File: src/hdl/tht_pkg.sv
// ----------------------------------------------------------------------------
// tht_pkg: shared types and constants
// Field widths, operation and status codes, slot entry layout and the
// controller/datapath command and status bundles.
// ----------------------------------------------------------------------------
package tht_pkg;

  localparam int TABLE_DEPTH = 32;
  localparam int IDX_W       = $clog2(TABLE_DEPTH);
  localparam int CNT_W       = IDX_W + 1;

  localparam int OP_W     = 3;
  localparam int HANDLE_W = 6;
  localparam int KIND_W   = 4;
  localparam int REF_W    = 32;
  localparam int CODE_W   = 8;
  localparam int STATUS_W = 2;

  localparam int CMP_W = (CNT_W > HANDLE_W) ? CNT_W : HANDLE_W;

  localparam logic [OP_W-1:0] OP_ALLOC      = 3'd0;
  localparam logic [OP_W-1:0] OP_LOOKUP     = 3'd1;
  localparam logic [OP_W-1:0] OP_FREE       = 3'd2;
  localparam logic [OP_W-1:0] OP_FREE_KIND  = 3'd3;
  localparam logic [OP_W-1:0] OP_FREE_TABLE = 3'd4;

  localparam logic [STATUS_W-1:0] ST_OK         = 2'd0;
  localparam logic [STATUS_W-1:0] ST_BAD_HANDLE = 2'd1;
  localparam logic [STATUS_W-1:0] ST_DEAD       = 2'd2;
  localparam logic [STATUS_W-1:0] ST_FULL       = 2'd3;

  typedef struct packed {
    logic              free;
    logic [KIND_W-1:0] kind;
    logic [CODE_W-1:0] code;
    logic [REF_W-1:0]  obj_ref;
  } entry_t;

  localparam int ENTRY_W = $bits(entry_t);

  typedef struct packed {
    logic accept;
    logic exec;
    logic walk_rd;
    logic walk_ev;
    logic walk_end;
  } ctrl_cmd_t;

  typedef struct packed {
    logic walk_done;
  } dp_stat_t;

endpackage

File: src/hdl/tht_ram.sv
// ----------------------------------------------------------------------------
// tht_ram: generic single-port-write, single-port-read RAM
// One write and one registered read per cycle.
// ----------------------------------------------------------------------------
module tht_ram #(
  parameter int WIDTH = 8,
  parameter int DEPTH = 32
) (
  input  logic                     clk,
  input  logic                     we,
  input  logic [$clog2(DEPTH)-1:0] waddr,
  input  logic [WIDTH-1:0]         wdata,
  input  logic                     re,
  input  logic [$clog2(DEPTH)-1:0] raddr,
  output logic [WIDTH-1:0]         rdata
);

  logic [WIDTH-1:0] mem_r [DEPTH];
  logic [WIDTH-1:0] rdata_r;

  always_ff @(posedge clk) begin
    if (we) begin
      mem_r[waddr] <= wdata;
    end
    if (re) begin
      rdata_r <= mem_r[raddr];
    end
  end

  assign rdata = rdata_r;

endmodule

File: src/hdl/tht_ctrl.sv
// ----------------------------------------------------------------------------
// tht_ctrl: request sequencer
// Steps single operations through the execute state and table walks
// through a read/evaluate loop over the appended slots.
// ----------------------------------------------------------------------------
module tht_ctrl
  import tht_pkg::*;
(
  input  logic            clk,
  input  logic            rst_n,
  input  logic            start,
  input  logic [OP_W-1:0] in_operation,
  input  dp_stat_t        stat,
  output logic            busy,
  output ctrl_cmd_t       cmd
);

  typedef enum logic [4:0] {
    S_IDLE     = 5'b00001,
    S_EXEC     = 5'b00010,
    S_WALK_RD  = 5'b00100,
    S_WALK_EV  = 5'b01000,
    S_WALK_END = 5'b10000
  } state_t;

  state_t state_r, state_nxt;
  logic   is_walk;

  assign is_walk = (in_operation == OP_FREE_KIND) || (in_operation == OP_FREE_TABLE);

  assign busy         = (state_r != S_IDLE);
  assign cmd.accept   = start && (state_r == S_IDLE);
  assign cmd.exec     = (state_r == S_EXEC);
  assign cmd.walk_rd  = (state_r == S_WALK_RD) && !stat.walk_done;
  assign cmd.walk_ev  = (state_r == S_WALK_EV);
  assign cmd.walk_end = (state_r == S_WALK_END);

  always_comb begin
    state_nxt = state_r;
    unique case (state_r)
      S_IDLE: begin
        if (start) begin
          state_nxt = is_walk ? S_WALK_RD : S_EXEC;
        end
      end
      S_EXEC:     state_nxt = S_IDLE;
      S_WALK_RD:  state_nxt = stat.walk_done ? S_WALK_END : S_WALK_EV;
      S_WALK_EV:  state_nxt = S_WALK_RD;
      S_WALK_END: state_nxt = S_IDLE;
      default:    state_nxt = S_IDLE;
    endcase
  end

  always_ff @(posedge clk) begin
    if (!rst_n) begin
      state_r <= S_IDLE;
    end else begin
      state_r <= state_nxt;
    end
  end

endmodule

File: src/hdl/tht_dp.sv
// ----------------------------------------------------------------------------
// tht_dp: handle table datapath
// Slot memory, free-slot stack memory, counters, request and pending
// release registers, and the result register.
// ----------------------------------------------------------------------------
module tht_dp
  import tht_pkg::*;
(
  input  logic                clk,
  input  logic                rst_n,
  input  ctrl_cmd_t           cmd,
  output dp_stat_t            stat,
  input  logic [OP_W-1:0]     in_operation,
  input  logic [HANDLE_W-1:0] in_handle,
  input  logic [KIND_W-1:0]   in_kind,
  input  logic [REF_W-1:0]    in_object_ref,
  input  logic [CODE_W-1:0]   in_release_code,
  output logic                out_valid,
  output logic [STATUS_W-1:0] out_status,
  output logic [HANDLE_W-1:0] out_result_handle,
  output logic [REF_W-1:0]    out_result_ref,
  output logic [CODE_W-1:0]   out_result_code,
  output logic                out_released,
  output logic                out_last
);

  function automatic logic [HANDLE_W-1:0] handle_of(input logic [IDX_W-1:0] idx);
    handle_of = HANDLE_W'(CNT_W'(idx) + CNT_W'(1));
  endfunction

  // latched request
  logic [OP_W-1:0]     op_r, op_nxt;
  logic [HANDLE_W-1:0] handle_r, handle_nxt;
  logic [KIND_W-1:0]   kind_r, kind_nxt;
  logic [REF_W-1:0]    ref_r, ref_nxt;
  logic [CODE_W-1:0]   code_r, code_nxt;

  // table bookkeeping
  logic [CNT_W-1:0]    slots_r, slots_nxt;
  logic [CNT_W-1:0]    free_depth_r, free_depth_nxt;
  logic [CNT_W-1:0]    wlk_r, wlk_nxt;

  // release held back until it is known whether another one follows
  logic                pend_vld_r, pend_vld_nxt;
  logic [HANDLE_W-1:0] pend_handle_r, pend_handle_nxt;
  logic [REF_W-1:0]    pend_ref_r, pend_ref_nxt;
  logic [CODE_W-1:0]   pend_code_r, pend_code_nxt;

  // result register
  logic                out_valid_r;
  logic [STATUS_W-1:0] out_status_r;
  logic [HANDLE_W-1:0] out_handle_r;
  logic [REF_W-1:0]    out_ref_r;
  logic [CODE_W-1:0]   out_code_r;
  logic                out_rel_r;
  logic                out_last_r;

  logic                emit;
  logic [STATUS_W-1:0] o_status;
  logic [HANDLE_W-1:0] o_handle;
  logic [REF_W-1:0]    o_ref;
  logic [CODE_W-1:0]   o_code;
  logic                o_rel;
  logic                o_last;

  // memory ports
  logic               ent_we, ent_re;
  logic [IDX_W-1:0]   ent_waddr, ent_raddr;
  logic [ENTRY_W-1:0] ent_wdata, ent_rdata;
  logic               stk_we, stk_re;
  logic [IDX_W-1:0]   stk_waddr, stk_raddr, stk_wdata, stk_rdata;

  entry_t           ent_rd, rel_ent, new_ent;
  logic [IDX_W-1:0] hit_idx, wlk_idx, alloc_idx;
  logic             stk_room, bad_handle, match;

  assign ent_rd    = entry_t'(ent_rdata);
  assign hit_idx   = IDX_W'(handle_r - HANDLE_W'(1));
  assign wlk_idx   = wlk_r[IDX_W-1:0];
  assign stk_room  = free_depth_r < CNT_W'(TABLE_DEPTH);
  assign bad_handle = (handle_r == '0) || (CMP_W'(handle_r) > CMP_W'(slots_r));
  assign match     = !ent_rd.free && ((op_r == OP_FREE_TABLE) || (ent_rd.kind == kind_r));

  assign rel_ent = '{free: 1'b1, kind: ent_rd.kind, code: ent_rd.code, obj_ref: '0};
  assign new_ent = '{free: 1'b0, kind: kind_r, code: code_r, obj_ref: ref_r};

  assign stat.walk_done = (wlk_r == slots_r);

  // reads are issued at accept so execute sees the data in the following cycle
  assign ent_re    = cmd.accept || cmd.walk_rd;
  assign ent_raddr = cmd.walk_rd ? wlk_idx : IDX_W'(in_handle - HANDLE_W'(1));
  assign stk_re    = cmd.accept;
  assign stk_raddr = IDX_W'(free_depth_r - CNT_W'(1));

  always_comb begin
    op_nxt          = op_r;
    handle_nxt      = handle_r;
    kind_nxt        = kind_r;
    ref_nxt         = ref_r;
    code_nxt        = code_r;
    slots_nxt       = slots_r;
    free_depth_nxt  = free_depth_r;
    wlk_nxt         = wlk_r;
    pend_vld_nxt    = pend_vld_r;
    pend_handle_nxt = pend_handle_r;
    pend_ref_nxt    = pend_ref_r;
    pend_code_nxt   = pend_code_r;
    alloc_idx       = slots_r[IDX_W-1:0];
    ent_we          = 1'b0;
    ent_waddr       = hit_idx;
    ent_wdata       = '0;
    stk_we          = 1'b0;
    stk_waddr       = free_depth_r[IDX_W-1:0];
    stk_wdata       = hit_idx;
    emit            = 1'b0;
    o_status        = ST_OK;
    o_handle        = '0;
    o_ref           = '0;
    o_code          = '0;
    o_rel           = 1'b0;
    o_last          = 1'b0;

    if (cmd.accept) begin
      op_nxt       = in_operation;
      handle_nxt   = in_handle;
      kind_nxt     = in_kind;
      ref_nxt      = in_object_ref;
      code_nxt     = in_release_code;
      wlk_nxt      = '0;
      pend_vld_nxt = 1'b0;
    end

    if (cmd.exec) begin
      emit   = 1'b1;
      o_last = 1'b1;
      unique case (op_r)
        OP_ALLOC: begin
          priority if (free_depth_r != '0) begin
            alloc_idx      = stk_rdata;
            free_depth_nxt = free_depth_r - CNT_W'(1);
          end else if (slots_r != CNT_W'(TABLE_DEPTH)) begin
            alloc_idx = slots_r[IDX_W-1:0];
            slots_nxt = slots_r + CNT_W'(1);
          end else begin
            o_status = ST_FULL;
          end
          if (o_status == ST_OK) begin
            ent_we    = 1'b1;
            ent_waddr = alloc_idx;
            ent_wdata = new_ent;
            o_handle  = handle_of(alloc_idx);
          end
        end
        OP_LOOKUP, OP_FREE: begin
          priority if (bad_handle) begin
            o_status = ST_BAD_HANDLE;
          end else if (ent_rd.free || ((op_r == OP_LOOKUP) && (ent_rd.kind != kind_r))) begin
            o_status = ST_DEAD;
          end else if (op_r == OP_LOOKUP) begin
            o_ref = ent_rd.obj_ref;
          end else begin
            ent_we    = 1'b1;
            ent_wdata = rel_ent;
            if (stk_room) begin
              stk_we         = 1'b1;
              free_depth_nxt = free_depth_r + CNT_W'(1);
            end
            o_handle = handle_of(hit_idx);
            o_ref    = ent_rd.obj_ref;
            o_code   = ent_rd.code;
            o_rel    = 1'b1;
          end
        end
        default: begin
          o_status = ST_OK;
        end
      endcase
    end

    if (cmd.walk_ev) begin
      wlk_nxt = wlk_r + CNT_W'(1);
      if (match) begin
        ent_we    = 1'b1;
        ent_waddr = wlk_idx;
        ent_wdata = rel_ent;
        stk_wdata = wlk_idx;
        if (stk_room) begin
          stk_we         = 1'b1;
          free_depth_nxt = free_depth_r + CNT_W'(1);
        end
        if (pend_vld_r) begin
          emit     = 1'b1;
          o_handle = pend_handle_r;
          o_ref    = pend_ref_r;
          o_code   = pend_code_r;
          o_rel    = 1'b1;
        end
        pend_vld_nxt    = 1'b1;
        pend_handle_nxt = handle_of(wlk_idx);
        pend_ref_nxt    = ent_rd.obj_ref;
        pend_code_nxt   = ent_rd.code;
      end
    end

    if (cmd.walk_end) begin
      emit         = 1'b1;
      o_last       = 1'b1;
      pend_vld_nxt = 1'b0;
      if (pend_vld_r) begin
        o_handle = pend_handle_r;
        o_ref    = pend_ref_r;
        o_code   = pend_code_r;
        o_rel    = 1'b1;
      end
      if (op_r == OP_FREE_TABLE) begin
        slots_nxt      = '0;
        free_depth_nxt = '0;
      end
    end
  end

  always_ff @(posedge clk) begin
    if (!rst_n) begin
      slots_r      <= '0;
      free_depth_r <= '0;
      wlk_r        <= '0;
      pend_vld_r   <= 1'b0;
      out_valid_r  <= 1'b0;
    end else begin
      slots_r      <= slots_nxt;
      free_depth_r <= free_depth_nxt;
      wlk_r        <= wlk_nxt;
      pend_vld_r   <= pend_vld_nxt;
      out_valid_r  <= emit;
    end
  end

  always_ff @(posedge clk) begin
    op_r          <= op_nxt;
    handle_r      <= handle_nxt;
    kind_r        <= kind_nxt;
    ref_r         <= ref_nxt;
    code_r        <= code_nxt;
    pend_handle_r <= pend_handle_nxt;
    pend_ref_r    <= pend_ref_nxt;
    pend_code_r   <= pend_code_nxt;
    if (emit) begin
      out_status_r <= o_status;
      out_handle_r <= o_handle;
      out_ref_r    <= o_ref;
      out_code_r   <= o_code;
      out_rel_r    <= o_rel;
      out_last_r   <= o_last;
    end
  end

  assign out_valid         = out_valid_r;
  assign out_status        = out_status_r;
  assign out_result_handle = out_handle_r;
  assign out_result_ref    = out_ref_r;
  assign out_result_code   = out_code_r;
  assign out_released      = out_rel_r;
  assign out_last          = out_last_r;

  tht_ram #(
    .WIDTH (ENTRY_W),
    .DEPTH (TABLE_DEPTH)
  ) u_slot_ram (
    .clk   (clk),
    .we    (ent_we),
    .waddr (ent_waddr),
    .wdata (ent_wdata),
    .re    (ent_re),
    .raddr (ent_raddr),
    .rdata (ent_rdata)
  );

  tht_ram #(
    .WIDTH (IDX_W),
    .DEPTH (TABLE_DEPTH)
  ) u_stack_ram (
    .clk   (clk),
    .we    (stk_we),
    .waddr (stk_waddr),
    .wdata (stk_wdata),
    .re    (stk_re),
    .raddr (stk_raddr),
    .rdata (stk_rdata)
  );

  // every stacked slot was appended once and freed once
  a_stack_bound: assert property (@(posedge clk) disable iff (!rst_n)
    free_depth_r <= slots_r)
    else $error("free stack deeper than appended slots");

  a_slots_bound: assert property (@(posedge clk) disable iff (!rst_n)
    slots_r <= CNT_W'(TABLE_DEPTH))
    else $error("slot count beyond table depth");

  a_exec_result: assert property (@(posedge clk) disable iff (!rst_n)
    cmd.exec |=> out_valid_r && out_last_r)
    else $error("single operation gave no final result");

  a_walk_result: assert property (@(posedge clk) disable iff (!rst_n)
    cmd.walk_end |=> out_valid_r && out_last_r && !pend_vld_r)
    else $error("table walk ended without final result");

endmodule

File: src/hdl/typed_handle_table_allocator.sv
// ----------------------------------------------------------------------------
// typed_handle_table_allocator: typed handle table with free-slot stack
// Allocate, lookup, free, free-all-of-kind and free-whole-table over a
// table of TABLE_DEPTH slots.
// ----------------------------------------------------------------------------
// A request is taken when start is high and busy is low. Allocate, lookup,
// free and unknown operations keep busy high through the execute state after
// the accept, since the slot and stack memories have registered reads; their
// single result is strobed on out_valid in the cycle after the execute state.
// Free-all-of-kind and free-whole-table walk the appended slots through the
// single read port of the slot memory, a read state and an evaluate state per
// slot, with busy high until the end state; each release is strobed as it
// is confirmed and out_last marks the final result. Results are strobed for one
// cycle and must be taken: there is no back-pressure. No clearing pass runs
// after reset.
module typed_handle_table_allocator
  import tht_pkg::*;
(
  input  logic                clk,
  input  logic                rst_n,
  input  logic                start,
  output logic                busy,
  input  logic [OP_W-1:0]     in_operation,
  input  logic [HANDLE_W-1:0] in_handle,
  input  logic [KIND_W-1:0]   in_kind,
  input  logic [REF_W-1:0]    in_object_ref,
  input  logic [CODE_W-1:0]   in_release_code,
  output logic                out_valid,
  output logic [STATUS_W-1:0] out_status,
  output logic [HANDLE_W-1:0] out_result_handle,
  output logic [REF_W-1:0]    out_result_ref,
  output logic [CODE_W-1:0]   out_result_code,
  output logic                out_released,
  output logic                out_last
);

  ctrl_cmd_t cmd;
  dp_stat_t  stat;

  tht_ctrl u_ctrl (
    .clk          (clk),
    .rst_n        (rst_n),
    .start        (start),
    .in_operation (in_operation),
    .stat         (stat),
    .busy         (busy),
    .cmd          (cmd)
  );

  tht_dp u_dp (
    .clk               (clk),
    .rst_n             (rst_n),
    .cmd               (cmd),
    .stat              (stat),
    .in_operation      (in_operation),
    .in_handle         (in_handle),
    .in_kind           (in_kind),
    .in_object_ref     (in_object_ref),
    .in_release_code   (in_release_code),
    .out_valid         (out_valid),
    .out_status        (out_status),
    .out_result_handle (out_result_handle),
    .out_result_ref    (out_result_ref),
    .out_result_code   (out_result_code),
    .out_released      (out_released),
    .out_last          (out_last)
  );

endmodule

File: config.mk
export PLATFORM = sky130hd
export DESIGN_NAME = typed_handle_table_allocator
export DESIGN_NICKNAME = d
export VERILOG_FILES = /design/src/hdl/tht_pkg.sv /design/src/hdl/tht_ram.sv /design/src/hdl/tht_ctrl.sv /design/src/hdl/tht_dp.sv /design/src/hdl/typed_handle_table_allocator.sv
export SDC_FILE = /design/constraint.sdc
export NUM_CORES = 2
export LEC_CHECK = 0
export BUFFER_PORTS_ARGS = -buffer_cell sky130_fd_sc_hd__buf_2
export CAP_MARGIN = 5
export CORE_MARGIN = 3
export CORE_UTILIZATION = 35
export CTS_BUF_LIST = sky130_fd_sc_hd__clkbuf_2 sky130_fd_sc_hd__clkbuf_4 sky130_fd_sc_hd__clkbuf_8
export DETAILED_ROUTE_END_ITERATION = 8
export SYNTH_ARGS = -nofsm -noshare
export SYNTH_HDL_FRONTEND = slang
export SYNTH_SLANG_ARGS = --single-unit
File: constraint.sdc
create_clock -name clk -period 5.9 [get_ports clk]
set_clock_uncertainty 0.15 [all_clocks]
set_input_delay 1.18 -clock clk [delete_from_list [all_inputs] [get_ports clk]]
set_output_delay 1.18 -clock clk [all_outputs]
set_load 0.1 [all_outputs]
==> flow_metrics.tcl <==
set metrics [dict create \
    clkPwrFrac_pct 40.7 \
    area_growth_pct 13.2 \
    drt-initial-drc-count 7886 \
    yosys.cell_types.count 67 \
    fin_nets 6061 \
    fmax_ghz 0.194 \
    finalCritPeriodShare_pct 87.2 \
    grt_pass1_vias 55904 \
    drc 0 \
    p_leak_nw 32.0 \
    required_ps 6400 \
    ctsLongestPathBuffers 4 \
    post-cts-setup-buffer-count 0 \
    yosysTopAreaCell "edfxtp_1" \
    rsz0062_at_grt "no" \
    worstSetupPathType "flop to flop" \
    drtPass1Iterations 8 \
    setup_ws_ps 752 \
    holdCritStartpoint "in_object_ref[31]" \
    viasPerCell 6.27 \
    p_int_mw 21.1 \
    critPathLaunch "u_dp.free_depth_r[2]$_SDFF_PN0_" \
    timing.final.hold_violations 0 \
    place_ws_ps 776 \
    cts-buffers-inserted 320 \
    power_mw 27.9 \
    p_seq_share_pct 51.3 \
    hold-path-cell-count 1 \
    synth-seq-cells 1824 \
    drive_above_1_share_pct 15.4 \
    irDropWorstVdd_mv 0.209 \
    reg2reg_slack_ps 750 \
    setup_viol 0 \
    yosys_warnings 0 \
    die_area_um2 242000 \
    synth.net_count 6035 \
    clkTransAtPathRegs_ps 60 \
    r2r_start "u_dp.free_depth_r[2]$_SDFF_PN0_" \
    grt_util_all_layers_pct 21.1 \
    reg2regPathDepth 8 \
    wirelength_um 266000 \
    synth_top_area_share_pct 65.3 \
    dp_cells 8798 \
    tightest_slew_ps 1300 \
    grt_max_degree 237 \
    multi_input_area_um2 25800 \
    power_frac_comb_pct 7.9 \
    synth_edf_count 1799 \
    async_flop_share_pct 0 \
    status "complete, no violations" \
    fin_setup_tns_ps 0 \
    cts_tree "yes" \
    postSynthCellCount 5962 \
    die_x_um 492 \
    hpwlAfterDp_um 141000 \
    clockRootBuffer "clkbuf_8" \
    synthFlopType "edfxtp_1" \
    holdCritPathClass "input pin to flop" \
    finalCriticalPeriod_ps 5150 \
    start_kind "flop" \
    io_buffers 107 \
    cts.repair.resized 0 \
    yosysSeqAreaShare_pct 65.9 \
    io_pins 108 \
    cap_violations 0 \
    cts_hold_buf 0 \
    worstPathArrival_ps 5650 \
    synth_area_um2 82800 \
    antenna_found_initial 11 \
    powerDensity_nw_per_um2 298 \
    clock_sinks 1824 \
    gp_congestion 0.864 \
    nFillCells 21576 \
    overflow 0 \
    row_count 177 \
    relSlewSlack_pct 13.3 \
    worst_setup_path_end_kind "flop" \
    vias 58554 \
    p_switching_mw 6.81 \
    cp_max_fo 26 \
    die_h_um 492 \
    layoutNonFillerInstCount 9344 \
    wl_per_cell_um 28.4 \
    seqCellArea_um2 54500 \
    htree_levels 5 \
    core_um2 234000 \
    clk_latency_ps 1060 \
    ant_nets 0 \
    grt_pass1_wl_um 387000 \
    synth_commonest_cells "1799 x edfxtp_1, 630 x a2111oi_0, 592 x and3_1" \
    synth.most_common_cell "edfxtp_1" \
    slew_viol_final 0 \
    syn_area_per_cell_um2 13.9 \
    swShare_pct 24.4 \
    synth_area_leaders "edfxtp_1 65%, a2111oi_0 6.7%, nor3b_1 5.3%" \
    initial_core_util_pct 35.4 \
]
==> critical path, cell delays in order (launching register included) <==
cell      delay (ps)
dfxtp_1          460
or3_1            540
nor2_2           730
mux2i_1          440
mux2i_1          140
o21bai_1         500
nand3_1          450
nor2_4           790
buf_4            520
==> power groups by stage <==
stage	Clock, mW	Sequential [mW]	Combinational, mW
6_report	11.4	14.3	2.22
3_3_place_gp	0	14.6	2.16
2_1_floorplan	0	14.6	1.28
4_1_cts	11.6	14.3	2.20
5_1_grt	12.2	14.3	2.36
3_5_place_dp	0	14.6	2.19
==> logic make-up (layout without fill, tap and decap cells) <==
| family | after synthesis | count (layout) | share of synthesized area (%) |
|---|---|---|---|
| AND/OR/NAND/NOR | 1759 | 1759 | 13.5 |
| flip-flops | 1824 | 1824 | 65.9 |
| adder cells (fa/ha/maj) | 17 | 17 | 0.257 |
| other | 0 | 4 | 0 |
| buffers and inverters | 749 | 995 | 3.56 |
| XOR/XNOR | 35 | 35 | 0.370 |
| multiplexers | 155 | 155 | 2.64 |
| AO/OA/AOI/OAI | 1423 | 1423 | 13.8 |
==> metal layers <==
metal | share of wire (%) | global-route usage [%] | wire, µm
met5 | 0 | 0 | 0
met4 | 3.3 | 7.55 | 8850
met3 | 9.6 | 4.05 | 25500
met2 | 45 | 31.6 | 119000
met1 | 42 | 30.4 | 112000
==> layout make-up <==
type                    count  share of cell area (%)
diodes                      4                  0.0107
clock buffers             421                    5.56
clock inverters           121                   0.873
inverters                 114                   0.462
multi-input cells        3389                    27.5
flip-flops and latches   1824                    58.2
well taps                3132                    4.18
repair buffers            339                    3.20
==> flip-flops by register name, summed over array words and instances, names as in the netlist, 2 cells and up <==
name                    count
u_dp.kind_r                 4
u_dp.out_result_ref        32
u_dp.out_result_handle      6
u_dp.wlk_r                  6
u_dp.slots_r                6
u_dp.handle_r               6
u_dp.u_stack_ram.mem_r    160
u_dp.out_status             2
u_ctrl.state_r              5
u_dp.ref_r                 32
u_dp.u_slot_ram.mem_r    1440
u_dp.out_result_code        8
u_dp.u_slot_ram.rdata      45
u_dp.pend_ref_r            32
u_dp.u_stack_ram.rdata      5
u_dp.code_r                 8
u_dp.op_r                   3
u_dp.pend_code_r            8
u_dp.free_depth_r           6
u_dp.pend_handle_r          6
==> per-stage QoR <==
stage	cell area, µm²	hold slack, ps	utilization, %
after floorplan	82800	277	-
after global placement	87700	285	37.5
after detailed placement	87700	292	37.5
after CTS	93700	62.6	40.1
after global routing	93700	80.4	40.1
final	93700	165	40.1
==> path summary, 6_finish.rpt <==
path                                             end
max          u_dp.u_slot_ram.mem_r[25][32]$_DFFE_PP_
min                         u_dp.ref_r[31]$_DFFE_PP_
max reg2reg  u_dp.u_slot_ram.mem_r[25][32]$_DFFE_PP_
min reg2reg             u_dp.pend_ref_r[8]$_DFFE_PP_
==> placed cells by master, fill, tap and decap left out, drive strengths merged, types with 5 or more instances in the layout <==
master	count
nor3b	589
o2111a	46
nand2b	6
xor2	13
o21ai	17
a22o	59
nor3	107
a21o	9
o22ai	53
o21bai	5
clkinv	104
edfxtp	1799
nor2b	5
mux2	6
nand3b	9
bufinv	11
or3	11
a2111oi	632
o41ai	92
nor4	5
and4	93
a221oi	91
nor2	101
o211ai	91
clkinvlp	6
nand3	18
mux2i	99
xnor2	22
ha	17
clkbuf	421
dfxtp	25
inv	114
buf	339
and3	592
nand2	177
mux4	50
o31ai	49
and2	32
a21oi	166
a31oi	92
Power figures use the tool's default switching activity.
